File: config.mk
export PLATFORM = sky130hd
export DESIGN_NAME = header_field_value_parser
export DESIGN_NICKNAME = d
export VERILOG_FILES = /design/src/design/hfvp_pkg.sv /design/src/design/hfvp_dp.sv /design/src/design/hfvp_ctrl.sv /design/src/design/header_field_value_parser.sv
export VERILOG_INCLUDE_DIRS = /design/src /design/src/design
export SDC_FILE = /design/constraint.sdc
export NUM_CORES = 1
export LEC_CHECK = 0
export BUFFER_PORTS_ARGS = -buffer_cell sky130_fd_sc_hd__buf_2
export CORE_MARGIN = 8
export CORE_UTILIZATION = 63
export CTS_CLUSTER_DIAMETER = 30
export DETAILED_ROUTE_END_ITERATION = 7
export PLACE_DENSITY = 0.92
export SKIP_LAST_GASP = 1
export SYNTH_ARGS = -nofsm -noshare
export SYNTH_HDL_FRONTEND = slang
export SYNTH_SLANG_ARGS = --single-unit
File: constraint.sdc
create_clock -name clk -period 4.5 [get_ports clk]
set_input_delay 0 -clock clk [delete_from_list [all_inputs] [get_ports clk]]
set_output_delay 0 -clock clk [all_outputs]
set_load 0.01 [all_outputs]
File: src/design/header_field_value_parser_assert.svh
// assertion macros shared by the header field value parser
`ifndef HEADER_FIELD_VALUE_PARSER_ASSERT_SVH
`define HEADER_FIELD_VALUE_PARSER_ASSERT_SVH

// same-cycle implication, sampled on clk, off while arst_n is low
`define HFVP_ASSERT_NOW(label, ante, cons, msg) \
	label: assert property (@(posedge clk) disable iff (!arst_n) (ante) |-> (cons)) \
		else $error(msg);

// next-cycle implication, sampled on clk, off while arst_n is low
`define HFVP_ASSERT_NEXT(label, ante, cons, msg) \
	label: assert property (@(posedge clk) disable iff (!arst_n) (ante) |=> (cons)) \
		else $error(msg);

`endif

File: src/design/hfvp_pkg.sv
// types, constants and codes of the header field value parser
package hfvp_pkg;

	localparam int MAX_BLANK_RUN = 32;
	localparam int MAX_NEST      = 15;
	localparam int CNT_W  = $clog2(MAX_BLANK_RUN + 1);
	localparam int IDX_W  = $clog2(MAX_BLANK_RUN);
	localparam int NEST_W = $clog2(MAX_NEST + 1);

	localparam logic [7:0] CH_SEMI   = 8'h3B;
	localparam logic [7:0] CH_EQ     = 8'h3D;
	localparam logic [7:0] CH_LPAR   = 8'h28;
	localparam logic [7:0] CH_RPAR   = 8'h29;
	localparam logic [7:0] CH_BSLASH = 8'h5C;
	localparam logic [7:0] CH_CR     = 8'h0D;
	localparam logic [7:0] CH_LF     = 8'h0A;
	localparam logic [7:0] CH_NUL    = 8'h00;
	localparam logic [7:0] CH_QUOTE  = 8'h22;
	localparam logic [7:0] CH_SP     = 8'h20;
	localparam logic [7:0] CH_TAB    = 8'h09;

	localparam logic [2:0] K_VALUE = 3'd0;
	localparam logic [2:0] K_NAME  = 3'd1;
	localparam logic [2:0] K_PVAL  = 3'd2;
	localparam logic [2:0] K_PEND  = 3'd3;
	localparam logic [2:0] K_DONE  = 3'd4;
	localparam logic [2:0] K_ERROR = 3'd5;

	typedef enum logic [3:0] {
		PH_START    = 4'd0,
		PH_VALUE    = 4'd1,
		PH_VQUOTE   = 4'd2,
		PH_VQESC    = 4'd3,
		PH_VAFTERQ  = 4'd4,
		PH_COMMENT  = 4'd5,
		PH_PNAME    = 4'd6,
		PH_PNQUOTE  = 4'd7,
		PH_PNQESC   = 4'd8,
		PH_PNAFTERQ = 4'd9,
		PH_PVALUE   = 4'd10,
		PH_PVQUOTE  = 4'd11,
		PH_PVQESC   = 4'd12
	} phase_t;

	typedef enum logic [2:0] {
		C_IDLE  = 3'd0,
		C_FLUSH = 3'd1,
		C_BYTE  = 3'd2,
		C_PEND  = 3'd3,
		C_TERM  = 3'd4
	} ctl_state_t;

	typedef struct packed {
		logic [7:0] byte_in;
		logic       is_final;
	} in_t;

	typedef struct packed {
		logic [2:0] out_kind;
		logic [7:0] out_byte;
		logic       run_end;
	} out_t;

	// which result groups one item produces
	typedef struct packed {
		logic flush;
		logic byte_v;
		logic pend;
		logic term;
	} plan_t;

	typedef struct packed {
		plan_t now;
		plan_t held;
		logic  flush_last;
	} dp_status_t;

	typedef struct packed {
		logic       load;
		logic       flush_step;
		ctl_state_t sel;
	} dp_cmd_t;

endpackage

File: src/design/hfvp_dp.sv
// datapath of the header field value parser: parse state, result plan, result mux
module hfvp_dp (
	input  logic                clk,
	input  logic                arst_n,
	input  hfvp_pkg::in_t       item,
	input  hfvp_pkg::dp_cmd_t   cmd,
	output hfvp_pkg::dp_status_t status,
	output hfvp_pkg::out_t      result
);
	import hfvp_pkg::*;

	phase_t             phase_q, n_phase;
	logic [MAX_BLANK_RUN-1:0] held_q, n_held;
	logic [CNT_W-1:0]   hcnt_q, n_hcnt;
	logic [NEST_W-1:0]  nest_q, n_nest, nest_dec;
	logic               vseen_q, n_vseen;
	logic               nseen_q, n_nseen;
	logic               pvseen_q, n_pvseen;
	logic               bpend_q, n_bpend;
	logic               err_q, n_err;

	logic [MAX_BLANK_RUN-1:0] fl_bits, fbits_q;
	logic [CNT_W-1:0]   fl_cnt, fcnt_q;
	logic               by_v, pe_v, te_v;
	logic [2:0]         by_k, te_k, byk_q, tek_q;
	logic [7:0]         byb_q;
	logic [IDX_W-1:0]   k_q;
	plan_t              plan_q, plan_c;
	logic               main_v;
	logic [7:0]         b;
	logic               blank;

	assign b     = item.byte_in;
	assign blank = (b == CH_SP) || (b == CH_TAB);

	always_comb begin
		n_phase  = phase_q;
		n_held   = held_q;
		n_hcnt   = hcnt_q;
		n_nest   = nest_q;
		n_vseen  = vseen_q;
		n_nseen  = nseen_q;
		n_pvseen = pvseen_q;
		n_bpend  = bpend_q;
		n_err    = err_q;
		fl_bits  = held_q;
		fl_cnt   = '0;
		by_v     = 1'b0;
		by_k     = K_VALUE;
		pe_v     = 1'b0;
		te_v     = 1'b0;
		te_k     = K_DONE;
		main_v   = 1'b0;
		nest_dec = (nest_q != '0) ? nest_q - NEST_W'(1) : '0;
		if (!err_q) begin
			case (phase_q)
				PH_START: begin
					if (b == CH_QUOTE) n_phase = PH_VQUOTE;
					else main_v = 1'b1;
				end
				PH_VALUE: main_v = 1'b1;
				PH_VQUOTE: begin
					if (b == CH_QUOTE) n_phase = PH_VAFTERQ;
					else if (b == CH_BSLASH) n_phase = PH_VQESC;
					else begin
						by_v = 1'b1;
						by_k = K_VALUE;
						n_vseen = 1'b1;
					end
				end
				PH_VQESC: begin
					by_v = 1'b1;
					by_k = K_VALUE;
					n_vseen = 1'b1;
					n_phase = PH_VQUOTE;
				end
				PH_VAFTERQ: begin
					if (!blank) begin
						if (b == CH_SEMI && vseen_q) begin
							n_phase = PH_PNAME;
							n_nseen = 1'b0;
							n_pvseen = 1'b0;
							n_bpend = 1'b0;
						end else n_err = 1'b1;
					end
				end
				PH_COMMENT: begin
					if (b == CH_LPAR) begin
						if (nest_q >= NEST_W'(MAX_NEST)) n_err = 1'b1;
						else n_nest = nest_q + NEST_W'(1);
					end else if (b == CH_RPAR) begin
						n_nest = nest_dec;
						if (nest_dec == '0) n_phase = PH_VALUE;
					end
				end
				PH_PNAME: begin
					if (blank) begin
						if (nseen_q) n_err = 1'b1;
					end else if (b == CH_QUOTE) begin
						if (nseen_q) n_err = 1'b1;
						else n_phase = PH_PNQUOTE;
					end else if (b == CH_EQ) begin
						if (!nseen_q) n_err = 1'b1;
						else begin
							n_phase = PH_PVALUE;
							n_pvseen = 1'b0;
							n_bpend = 1'b0;
						end
					end else if (b == CH_SEMI) begin
						n_err = 1'b1;
					end else begin
						by_v = 1'b1;
						by_k = K_NAME;
						n_nseen = 1'b1;
					end
				end
				PH_PNQUOTE: begin
					if (b == CH_QUOTE) n_phase = PH_PNAFTERQ;
					else if (b == CH_BSLASH) n_phase = PH_PNQESC;
					else begin
						by_v = 1'b1;
						by_k = K_NAME;
						n_nseen = 1'b1;
					end
				end
				PH_PNQESC: begin
					by_v = 1'b1;
					by_k = K_NAME;
					n_nseen = 1'b1;
					n_phase = PH_PNQUOTE;
				end
				PH_PNAFTERQ: begin
					if (b == CH_EQ && nseen_q) begin
						n_phase = PH_PVALUE;
						n_pvseen = 1'b0;
						n_bpend = 1'b0;
					end else n_err = 1'b1;
				end
				PH_PVALUE: begin
					if (blank) begin
						if (pvseen_q) n_bpend = 1'b1;
						else n_err = 1'b1;
					end else if (b == CH_SEMI) begin
						if (pvseen_q) begin
							pe_v = 1'b1;
							n_phase = PH_PNAME;
							n_nseen = 1'b0;
							n_pvseen = 1'b0;
							n_bpend = 1'b0;
						end else n_err = 1'b1;
					end else if (bpend_q || b == CH_EQ) begin
						n_err = 1'b1;
					end else if (b == CH_QUOTE) begin
						if (pvseen_q) n_err = 1'b1;
						else n_phase = PH_PVQUOTE;
					end else begin
						by_v = 1'b1;
						by_k = K_PVAL;
						n_pvseen = 1'b1;
					end
				end
				PH_PVQUOTE: begin
					if (b == CH_QUOTE) begin
						n_phase = PH_PVALUE;
						n_bpend = 1'b1;
					end else if (b == CH_BSLASH) n_phase = PH_PVQESC;
					else begin
						by_v = 1'b1;
						by_k = K_PVAL;
						n_pvseen = 1'b1;
					end
				end
				PH_PVQESC: begin
					by_v = 1'b1;
					by_k = K_PVAL;
					n_pvseen = 1'b1;
					n_phase = PH_PVQUOTE;
				end
				default: n_err = 1'b1;
			endcase

			// unquoted main value byte
			if (main_v) begin
				n_phase = PH_VALUE;
				if (blank) begin
					if (hcnt_q >= CNT_W'(MAX_BLANK_RUN)) n_err = 1'b1;
					else begin
						if (b == CH_TAB) n_held[hcnt_q[IDX_W-1:0]] = 1'b1;
						n_hcnt = hcnt_q + CNT_W'(1);
					end
				end else if (b == CH_SEMI) begin
					n_held = '0;
					n_hcnt = '0;
					if (!vseen_q) n_err = 1'b1;
					else begin
						n_phase = PH_PNAME;
						n_nseen = 1'b0;
						n_pvseen = 1'b0;
						n_bpend = 1'b0;
					end
				end else begin
					if (hcnt_q != '0) begin
						fl_bits = held_q;
						fl_cnt = hcnt_q;
						n_vseen = 1'b1;
					end
					n_held = '0;
					n_hcnt = '0;
					if (b == CH_CR || b == CH_LF || b == CH_NUL || b == CH_QUOTE) begin
						n_err = 1'b1;
					end else if (b == CH_LPAR) begin
						n_phase = PH_COMMENT;
						n_nest = NEST_W'(1);
					end else begin
						by_v = 1'b1;
						by_k = K_VALUE;
						n_vseen = 1'b1;
					end
				end
			end
		end

		// end of string: closing results, then back to the reset state
		if (item.is_final) begin
			if (!n_err) begin
				case (n_phase) inside
					PH_START, PH_VALUE: begin
						if (n_hcnt != '0) begin
							fl_bits = n_held;
							fl_cnt = n_hcnt;
						end
						te_v = 1'b1;
						te_k = K_DONE;
					end
					PH_VAFTERQ: begin
						te_v = 1'b1;
						te_k = K_DONE;
					end
					PH_PVALUE: begin
						if (n_pvseen) begin
							pe_v = 1'b1;
							te_v = 1'b1;
							te_k = K_DONE;
						end else n_err = 1'b1;
					end
					default: n_err = 1'b1;
				endcase
			end
			if (n_err) begin
				te_v = 1'b1;
				te_k = K_ERROR;
			end
			n_phase  = PH_START;
			n_held   = '0;
			n_hcnt   = '0;
			n_nest   = '0;
			n_vseen  = 1'b0;
			n_nseen  = 1'b0;
			n_pvseen = 1'b0;
			n_bpend  = 1'b0;
			n_err    = 1'b0;
		end
	end

	assign plan_c.flush  = (fl_cnt != '0);
	assign plan_c.byte_v = by_v;
	assign plan_c.pend   = pe_v;
	assign plan_c.term   = te_v;

	always_ff @(posedge clk or negedge arst_n) begin
		if (!arst_n) begin
			phase_q  <= PH_START;
			held_q   <= '0;
			hcnt_q   <= '0;
			nest_q   <= '0;
			vseen_q  <= 1'b0;
			nseen_q  <= 1'b0;
			pvseen_q <= 1'b0;
			bpend_q  <= 1'b0;
			err_q    <= 1'b0;
			plan_q   <= '0;
			fcnt_q   <= '0;
			k_q      <= '0;
		end else if (cmd.load) begin
			phase_q  <= n_phase;
			held_q   <= n_held;
			hcnt_q   <= n_hcnt;
			nest_q   <= n_nest;
			vseen_q  <= n_vseen;
			nseen_q  <= n_nseen;
			pvseen_q <= n_pvseen;
			bpend_q  <= n_bpend;
			err_q    <= n_err;
			plan_q   <= plan_c;
			fcnt_q   <= fl_cnt;
			k_q      <= '0;
		end else if (cmd.flush_step) begin
			k_q <= k_q + IDX_W'(1);
		end
	end

	// result payload, no reset needed
	always_ff @(posedge clk) begin
		if (cmd.load) begin
			fbits_q <= fl_bits;
			byk_q   <= by_k;
			byb_q   <= b;
			tek_q   <= te_k;
		end
	end

	assign status.now        = plan_c;
	assign status.held       = plan_q;
	assign status.flush_last = ((CNT_W'(k_q) + CNT_W'(1)) == fcnt_q);

	always_comb begin
		result = '0;
		unique case (cmd.sel)
			C_IDLE: result = '0;
			C_FLUSH: begin
				result.out_kind = K_VALUE;
				result.out_byte = fbits_q[k_q] ? CH_TAB : CH_SP;
			end
			C_BYTE: begin
				result.out_kind = byk_q;
				result.out_byte = byb_q;
			end
			C_PEND: result.out_kind = K_PEND;
			C_TERM: begin
				result.out_kind = tek_q;
				result.run_end = 1'b1;
			end
			default: result = '0;
		endcase
	end

endmodule

File: src/design/hfvp_ctrl.sv
// controller of the header field value parser: sequences the results of one item
module hfvp_ctrl (
	input  logic                 clk,
	input  logic                 arst_n,
	input  logic                 item_valid,
	output logic                 item_ready,
	output logic                 result_valid,
	input  logic                 result_ready,
	input  hfvp_pkg::dp_status_t status,
	output hfvp_pkg::dp_cmd_t    cmd
);
	import hfvp_pkg::*;

	ctl_state_t state_q, state_d;
	logic       xfer;
	logic       last;
	logic       load;

	// first result group after stage st that the plan holds
	function automatic ctl_state_t next_after(plan_t p, ctl_state_t st);
		ctl_state_t nx;
		nx = C_IDLE;
		if (p.term && st < C_TERM) nx = C_TERM;
		if (p.pend && st < C_PEND) nx = C_PEND;
		if (p.byte_v && st < C_BYTE) nx = C_BYTE;
		if (p.flush && st < C_FLUSH) nx = C_FLUSH;
		return nx;
	endfunction

	assign xfer = (state_q != C_IDLE) && result_ready;
	assign last = (next_after(status.held, state_q) == C_IDLE) &&
		!(state_q == C_FLUSH && !status.flush_last);
	assign load = item_valid && item_ready;

	always_comb begin
		state_d = state_q;
		if (load) begin
			state_d = next_after(status.now, C_IDLE);
		end else if (xfer) begin
			if (!(state_q == C_FLUSH && !status.flush_last))
				state_d = next_after(status.held, state_q);
		end
	end

	always_comb begin
		item_ready     = (state_q == C_IDLE) || (xfer && last);
		result_valid   = (state_q != C_IDLE);
		cmd.load       = item_valid && ((state_q == C_IDLE) || (xfer && last));
		cmd.flush_step = xfer && (state_q == C_FLUSH);
		cmd.sel        = state_q;
	end

	always_ff @(posedge clk or negedge arst_n) begin
		if (!arst_n) begin
			state_q <= C_IDLE;
		end else begin
			state_q <= state_d;
		end
	end

endmodule

File: src/design/header_field_value_parser.sv
// Header field value parser. Takes one byte of a header field value per transfer
// and tags it as main value, parameter name or parameter value byte, with a
// parameter end after each name=value pair and one done or error result, with
// run_end set, on the byte marked is_final; after that the block is back in its
// reset state. Blanks in the main value are held back and come out just before
// the next byte that is not a blank or ';' and before the closing result, or are
// dropped before ';'. Comments in parentheses are dropped. Results leave one per
// cycle from the result sequencer while result_ready is high; an item that gives
// no result leaves it idle, and the next item is taken in the cycle in which the
// last result of the current one transfers.
module header_field_value_parser (
	input  logic            clk,
	input  logic            arst_n,
	input  logic            item_valid,
	output logic            item_ready,
	input  hfvp_pkg::in_t   item,
	output logic            result_valid,
	input  logic            result_ready,
	output hfvp_pkg::out_t  result
);
	import hfvp_pkg::*;

	dp_cmd_t    cmd;
	dp_status_t status;

	hfvp_ctrl u_ctrl (
		.clk          (clk),
		.arst_n       (arst_n),
		.item_valid   (item_valid),
		.item_ready   (item_ready),
		.result_valid (result_valid),
		.result_ready (result_ready),
		.status       (status),
		.cmd          (cmd)
	);

	hfvp_dp u_dp (
		.clk    (clk),
		.arst_n (arst_n),
		.item   (item),
		.cmd    (cmd),
		.status (status),
		.result (result)
	);

`include "header_field_value_parser_assert.svh"

	// only the closing result of a string carries run_end
	`HFVP_ASSERT_NOW(a_run_end_kind, result_valid && result.run_end, result.out_kind == K_DONE || result.out_kind == K_ERROR, "run_end on a result that is not done or error")
	// a new item while results are pending only on the transfer of the last one
	`HFVP_ASSERT_NOW(a_accept_on_drain, item_valid && item_ready && result_valid, result_ready, "item taken while a result is stalled")
	// the closing result frees the input side
	`HFVP_ASSERT_NOW(a_ready_after_end, result_valid && result_ready && result.run_end, item_ready, "not ready on the closing result transfer")
	// nothing follows the closing result until a new item arrives
	`HFVP_ASSERT_NEXT(a_quiet_after_end, result_valid && result_ready && result.run_end && !item_valid, !result_valid, "result after the closing result with no new item")

endmodule

* Word-level counts from Yosys, hierarchy flattened *
Index checks and enable logic that the tools add are counted.

operators by class
  order comparisons = 9
  bitwise logic cells = 1
  reductions and logical operators = 40
  multiplexer cells = 245
  equality and inequality tests = 32
  add/sub/neg operators = 5

operators by type and width
  kind                                                                           number
  32-bit 2-to-1 mux                                                              10
  4-bit 2-to-1 mux                                                               42
  1-bit 2-to-1 mux                                                               135
  6-bit 2-to-1 mux                                                               15
  3-bit 2-to-1 mux                                                               26
  8-bit by 6-bit == test with 1-bit output (second input constant)               6
  4-bit one-hot mux with 12 select lines                                         1
  32-bit OR                                                                      1
  4-bit == test (second input constant)                                          6
  8-bit by 4-bit == test with 1-bit output (second input constant)               3
  4-bit by 3-bit == test with 1-bit output (second input constant)               5
  3-bit one-hot mux with 6 select lines                                          1
  6-bit nonzero test                                                             3
  8-bit one-hot mux with 2 select lines                                          1
  1-bit logical AND                                                              13
  4-bit zero test                                                                3
  5-bit by 6-bit less-than comparator with 1-bit output (second input constant)  2
  1-bit one-hot mux with 6 select lines                                          2
  5-bit 2-to-1 mux                                                               2
  1-bit one-hot mux with 5 select lines                                          2
  3-bit one-hot mux with 3 select lines                                          1
  4-bit by 1-bit == test with 1-bit output (second input constant)               2
  4-bit by 2-bit == test with 1-bit output (second input constant)               2
  8-bit by 7-bit == test with 1-bit output (second input constant)               1
  33 further kinds                                                               47

storage, ports and cells
  word-level logic and storage cells = 352
  output and inout port bits = 14
  flip-flop bits (word level) = 115

* Logic depth before layout (Yosys ltp) *
  word-level depth = 24
  depth in mapped cells = 11
  depth with buffers taken out = 10

* Modules after synthesis *
Synthesis repeated with hierarchy kept, for this count alone.

unflattened totals
  cells, all modules = 724
  area total of the unflattened synthesis = 6900.4 um2

modules (own cells, without submodules)
  module     area each (um2)  times used  seq. area each (um2)  cells each
  hfvp_dp    6583.8           1           2942.8                685
  hfvp_ctrl  316.6            1           75.1                  39

* Least setup slack after synthesis *
No wires, ideal clock.

  path kind = register -> register
  start point = register u_dp.k_q[0]
  end point = register u_dp.byb_q[0], enable pin
  arrival time = 3.144 ns
  buffers on the path = 1
  required time = 4.076 ns
  slack = 0.933 ns
  stages on the path, launching flop included = 9
  cell sequence = dfrtp_1 ha_1 nor2b_1 or3_1 a31oi_1 a41o_1 a32oi_1 clkinv_1 clkbuf_1

RTL lines
  what                    RTL line        text
  from (decl)             hfvp_dp.sv:27   logic [IDX_W-1:0] k_q;
  from (signal assigned)  hfvp_dp.sv:298  k_q <= k_q + IDX_W'(1);
  to (signal assigned)    hfvp_dp.sv:307  byb_q <= b;
  to (decl)               hfvp_dp.sv:26   logic [7:0] byb_q;

* Final worst setup path *
  start point = input port item[1] (netlist bit)
  end point = register u_ctrl.state_q[1]

between the ends
  word-level cells in the longest chain between the ends = 21
  elaborated cells between the ends (all ways) = 133
  those cells by class = 13 x eq/ne; 108 x mux; 12 x reduce/logical

ends and longest elaborated chain
  what                                                                RTL line                         text
  from (decl)                                                         header_field_value_parser.sv:16  input hfvp_pkg::in_t item,
  8-bit by 6-bit == test with 1-bit output, on equally long branches  n/a
  1-bit 2-to-1 mux or 1-bit logical OR (tied branches)                hfvp_dp.sv:153, hfvp_dp.sv:151
  1-bit 2-to-1 mux                                                    hfvp_dp.sv:151                   end else if (bpend_q || b == CH_EQ) begin
  1-bit 2-to-1 mux                                                    hfvp_dp.sv:143                   end else if (b == CH_SEMI) begin
  1-bit 2-to-1 mux                                                    hfvp_dp.sv:140                   if (blank) begin
  1-bit one-hot mux with 6 select lines                               hfvp_dp.sv:56                    case (phase_q)
  1-bit 2-to-1 mux                                                    hfvp_dp.sv:194                   if (!vseen_q) n_err = 1'b1;
  1-bit 2-to-1 mux                                                    hfvp_dp.sv:191                   end else if (b == CH_SEMI) begin
  (+3 left out)                                                       n/a
  1-bit 2-to-1 mux                                                    hfvp_dp.sv:240                   if (n_pvseen) begin
  1-bit 2-to-1 mux (3 in a row)                                       hfvp_dp.sv:226                   case (n_phase) inside
  1-bit 2-to-1 mux                                                    hfvp_dp.sv:225                   if (!n_err) begin
  1-bit 2-to-1 mux                                                    hfvp_dp.sv:224                   if (item.is_final) begin
  3-bit 2-to-1 mux                                                    hfvp_ctrl.sv:24                  if (p.pend && st < C_PEND) nx = C_PEND;
  3-bit 2-to-1 mux                                                    hfvp_ctrl.sv:25                  if (p.byte_v && st < C_BYTE) nx = C_BYTE;
  3-bit 2-to-1 mux (*)                                                hfvp_ctrl.sv:26                  if (p.flush && st < C_FLUSH) nx = C_FLUSH;
  3-bit 2-to-1 mux (*)                                                hfvp_ctrl.sv:37                  if (load) begin
  to (signal assigned)                                                hfvp_ctrl.sv:57                  state_q <= state_d;
  to (decl)                                                           hfvp_ctrl.sv:14                  ctl_state_t state_q, state_d;

Mark *: on every way between the ends. The rest lies on a longest branch, timed or not. The select of a mux whose other input is x is not followed.
A chain may end at the register's enable or synchronous reset.

==> results.json <==
{
  "synth_top_area_share_pct": 25.00,
  "worstSetupStartpointType": "primary input",
  "yosys_warnings": 0,
  "place.gp.congestion": 1.011,
  "clkTransAtPathRegs_ns": 0.10,
  "placed_area_sq_mm": 0.007014,
  "synth_cell_type_count": 83,
  "hold_viol": 0,
  "power_mw": 3.861,
  "final_util_pct": 68.39,
  "grt_pass1_wl_um": 31310,
  "initial_core_util_pct": 63.61,
  "power.leakage_nw": 3.020,
  "drc": 0,
  "drv_slew": 0,
  "r2r_setup_slack_ns": 0.84,
  "core_area_sq_mm": 0.01070,
  "period_share_pct": 83.13,
  "first_global_vias": 5856,
  "worstSetupPathType": "primary input to register",
  "die_x_um": 119.9,
  "routed-via-count": 6248,
  "antenna_found_initial": 0,
  "wl_per_cell_um": 22.04,
  "cts_resized": 0,
  "crit_slowest_cell": "a2111oi_2",
  "grt_max_degree": 69,
  "final_common_cell": "nor2_1",
  "critPathRequiredTime_ns": 4.79,
  "status": "finished, final reports clean",
  "p_per_area_mw_per_mm2": 527.7,
  "rsz0062_at_grt": "false",
  "ir_drop_uv": 565.3,
  "die_h_um": 119.9,
  "yosys.area.top_type": "dfrtp_1",
  "io_buffers": 26,
  "numCtsBuffers": 9,
  "overflow": 0,
  "drtPass1Iterations": 8,
  "final_cells": 884,
  "drv_cap": 0,
  "grt_use_total_pct": 27.11,
  "setup_viol": 0,
  "syn_to_final_growth_pct": 7.501,
  "dp_hpwl_um": 13780,
  "drive_above_1_share_pct": 10.89,
  "root_buffer": "clkbuf_8",
  "ys_ff_latch": 111,
  "rows": 38,
  "max_stage_delay_ns": 0.87,
  "cp.arrival_ns": 4.03,
  "ys_seq_area_share_pct": 43.98,
  "max_freq_mhz": 267.3,
  "clock_latency_ns": 0.40,
  "async_reset_ff_share_pct": 61.26,
  "postSynthAreaPerCell_sq_um": 9.322,
  "cts_max_level": 3,
  "rr_startpoint": "u_dp.phase_q[1]$_DFFE_PN0P_",
  "syn_area_sq_mm": 0.006805,
  "hp-class": "primary input to register",
  "tns_ns": 0,
  "place_inst": 858,
  "cts.path.max_buffers": 2,
  "setup.worst_path.start": "item[1]",
  "fin_nets": 759,
  "skew_ns": 0.01740,
  "fin_area_sq_mm": 0.007316,
  "wl_um": 19480,
  "relSlewSlack_pct": 26.14,
  "synth_edf_count": 43,
  "ant_nets": 0,
  "numClockSinks": 111,
  "hold_start": "result_ready",
  "synthCells": 730,
  "synth_ff_type": "dfrtp_1",
  "netlist_top_cells_area": "dfrtp_1 (25%), edfxtp_1 (19%), nor2_1 (5.0%), a21oi_1 (3.3%), mux4_2 (3.3%)",
  "layout_common_cells": "nor2_1 (91), dfrtp_1 (68), nand2_1 (55)",
  "crit_chain": "dlygate4sd3_1, buf_2, or3b_1, a2111oi_2, nor3_1, nand3_1, o31ai_1, a2111oi_0, buf_4, o311ai_1, a31o_1",
  "die_area_sq_mm": 0.01438,
  "critPathMaxFanout": 14,
  "tritoncts": "built",
  "diodes": 0,
  "worstPathBufferInverterCount": 3,
  "ioPinCount": 27,
  "tightest_slew_ns": 1.093,
  "synth_nets": 750,
  "min_period_ns": 3.741,
  "crit_path_end_kind": "register",
  "cp_top_family": "compound AO/OA/AOI/OAI gates",
  "drt_iter0_markers": 1044,
  "vias_per_cell": 7.068
}
[Yosys cell counts, drive strengths merged, types with 18 or more instances]
library cell,count
edfxtp,43
nor2,91
nand3,27
dfrtp,68
a21o,23
a21oi,45
a31oi,26
clkbuf,40
nand2,55
inv,19
o21bai,18
o21ai,29
[cells by family after synthesis]
group / count (synthesis) / share of synthesized area (%)
buffers and inverters: 70 / 3.953
XOR/XNOR: 11 / 1.416
flip-flops: 111 / 43.98
adder cells (fa/ha/maj): 7 / 1.287
AND/OR/NAND/NOR: 290 / 22.12
multiplexers: 15 / 4.063
AO/OA/AOI/OAI: 226 / 23.18
[path summary, 6_finish.rpt]
kind,to,cells past startpoint
worst max-delay path,u_ctrl.state_q[1]$_DFFE_PN0P_,11
worst max register to register,u_dp.fbits_q[7]$_DFFE_PP_,8
max in group asynchronous,u_dp.held_q[0]$_DFFE_PN0P_,3
worst min register to register,u_dp.status[1]$_DFFE_PN0P_,2
min in group asynchronous,u_dp.phase_q[3]$_DFFE_PN0P_,3
worst min-delay path,u_ctrl.state_q[0]$_DFFE_PN0P_,5
[report_power, final]
group	internal (mW)	switching [mW]	leakage (nW)
Combinational	0.596	1.13	1.56
Clock	0.265	0.367	0.101
Sequential	1.31	0.200	1.36
[cell type report]
class | count | area [sq um]
clock buffers | 9 | 123.9
clock inverters | 7 | 77.57
fillers | 796 | 3382
inverters | 20 | 75.07
multi-input cells | 549 | 3551
flip-flops and latches | 111 | 2993
well taps | 140 | 175.2
repair buffers | 48 | 320.3
[worst min-delay path: cells and delay by family]
kind	cells	cell delay, ns
buf+inv	1	0.15
simple gates	1	0.08
compound gates	3	0.22
[registers in the layout, summed over array words and instances, names as in the netlist]
signal	flops
u_dp.tek_q	1
u_dp.vseen_q	1
u_dp.k_q	5
u_ctrl.state_q	3
u_dp.fbits_q	32
u_dp.bpend_q	1
u_dp.byb_q	8
u_dp.pvseen_q	1
u_dp.nest_q	4
u_dp.phase_q	4
u_dp.byk_q	2
u_dp.fcnt_q	6
u_dp.held_q	32
u_dp.status	3
u_dp.err_q	1
u_dp.hcnt_q	6
u_dp.nseen_q	1
[layer usage]
metal  up-vias  GRT usage, %  share of wire (%)
li1       2760             -                  -
met1      3008         36.91                 40
met2       427         41.18                 46
met3        53         6.905                 11
met4         0         9.680                2.4
met5         -             0                  0
[stage by stage]
| step | hold slack [ns] | setup slack, ns |
|---|---|---|
| after floorplan | -0.2956 | 0.9327 |
| after detailed placement | 0.2474 | 0.9477 |
| after CTS | 0.07534 | 0.8819 |
| after global routing | 0.1020 | 0.6487 |
| after global placement | 0.2376 | 1.059 |
| final | 0.09246 | 0.7593 |
[repair_timing]
item                      CTS  global route
hold endpoints to repair   78             0
setup buffers               0             0
hold buffers               10             0
Power figures use the tool's default switching activity.
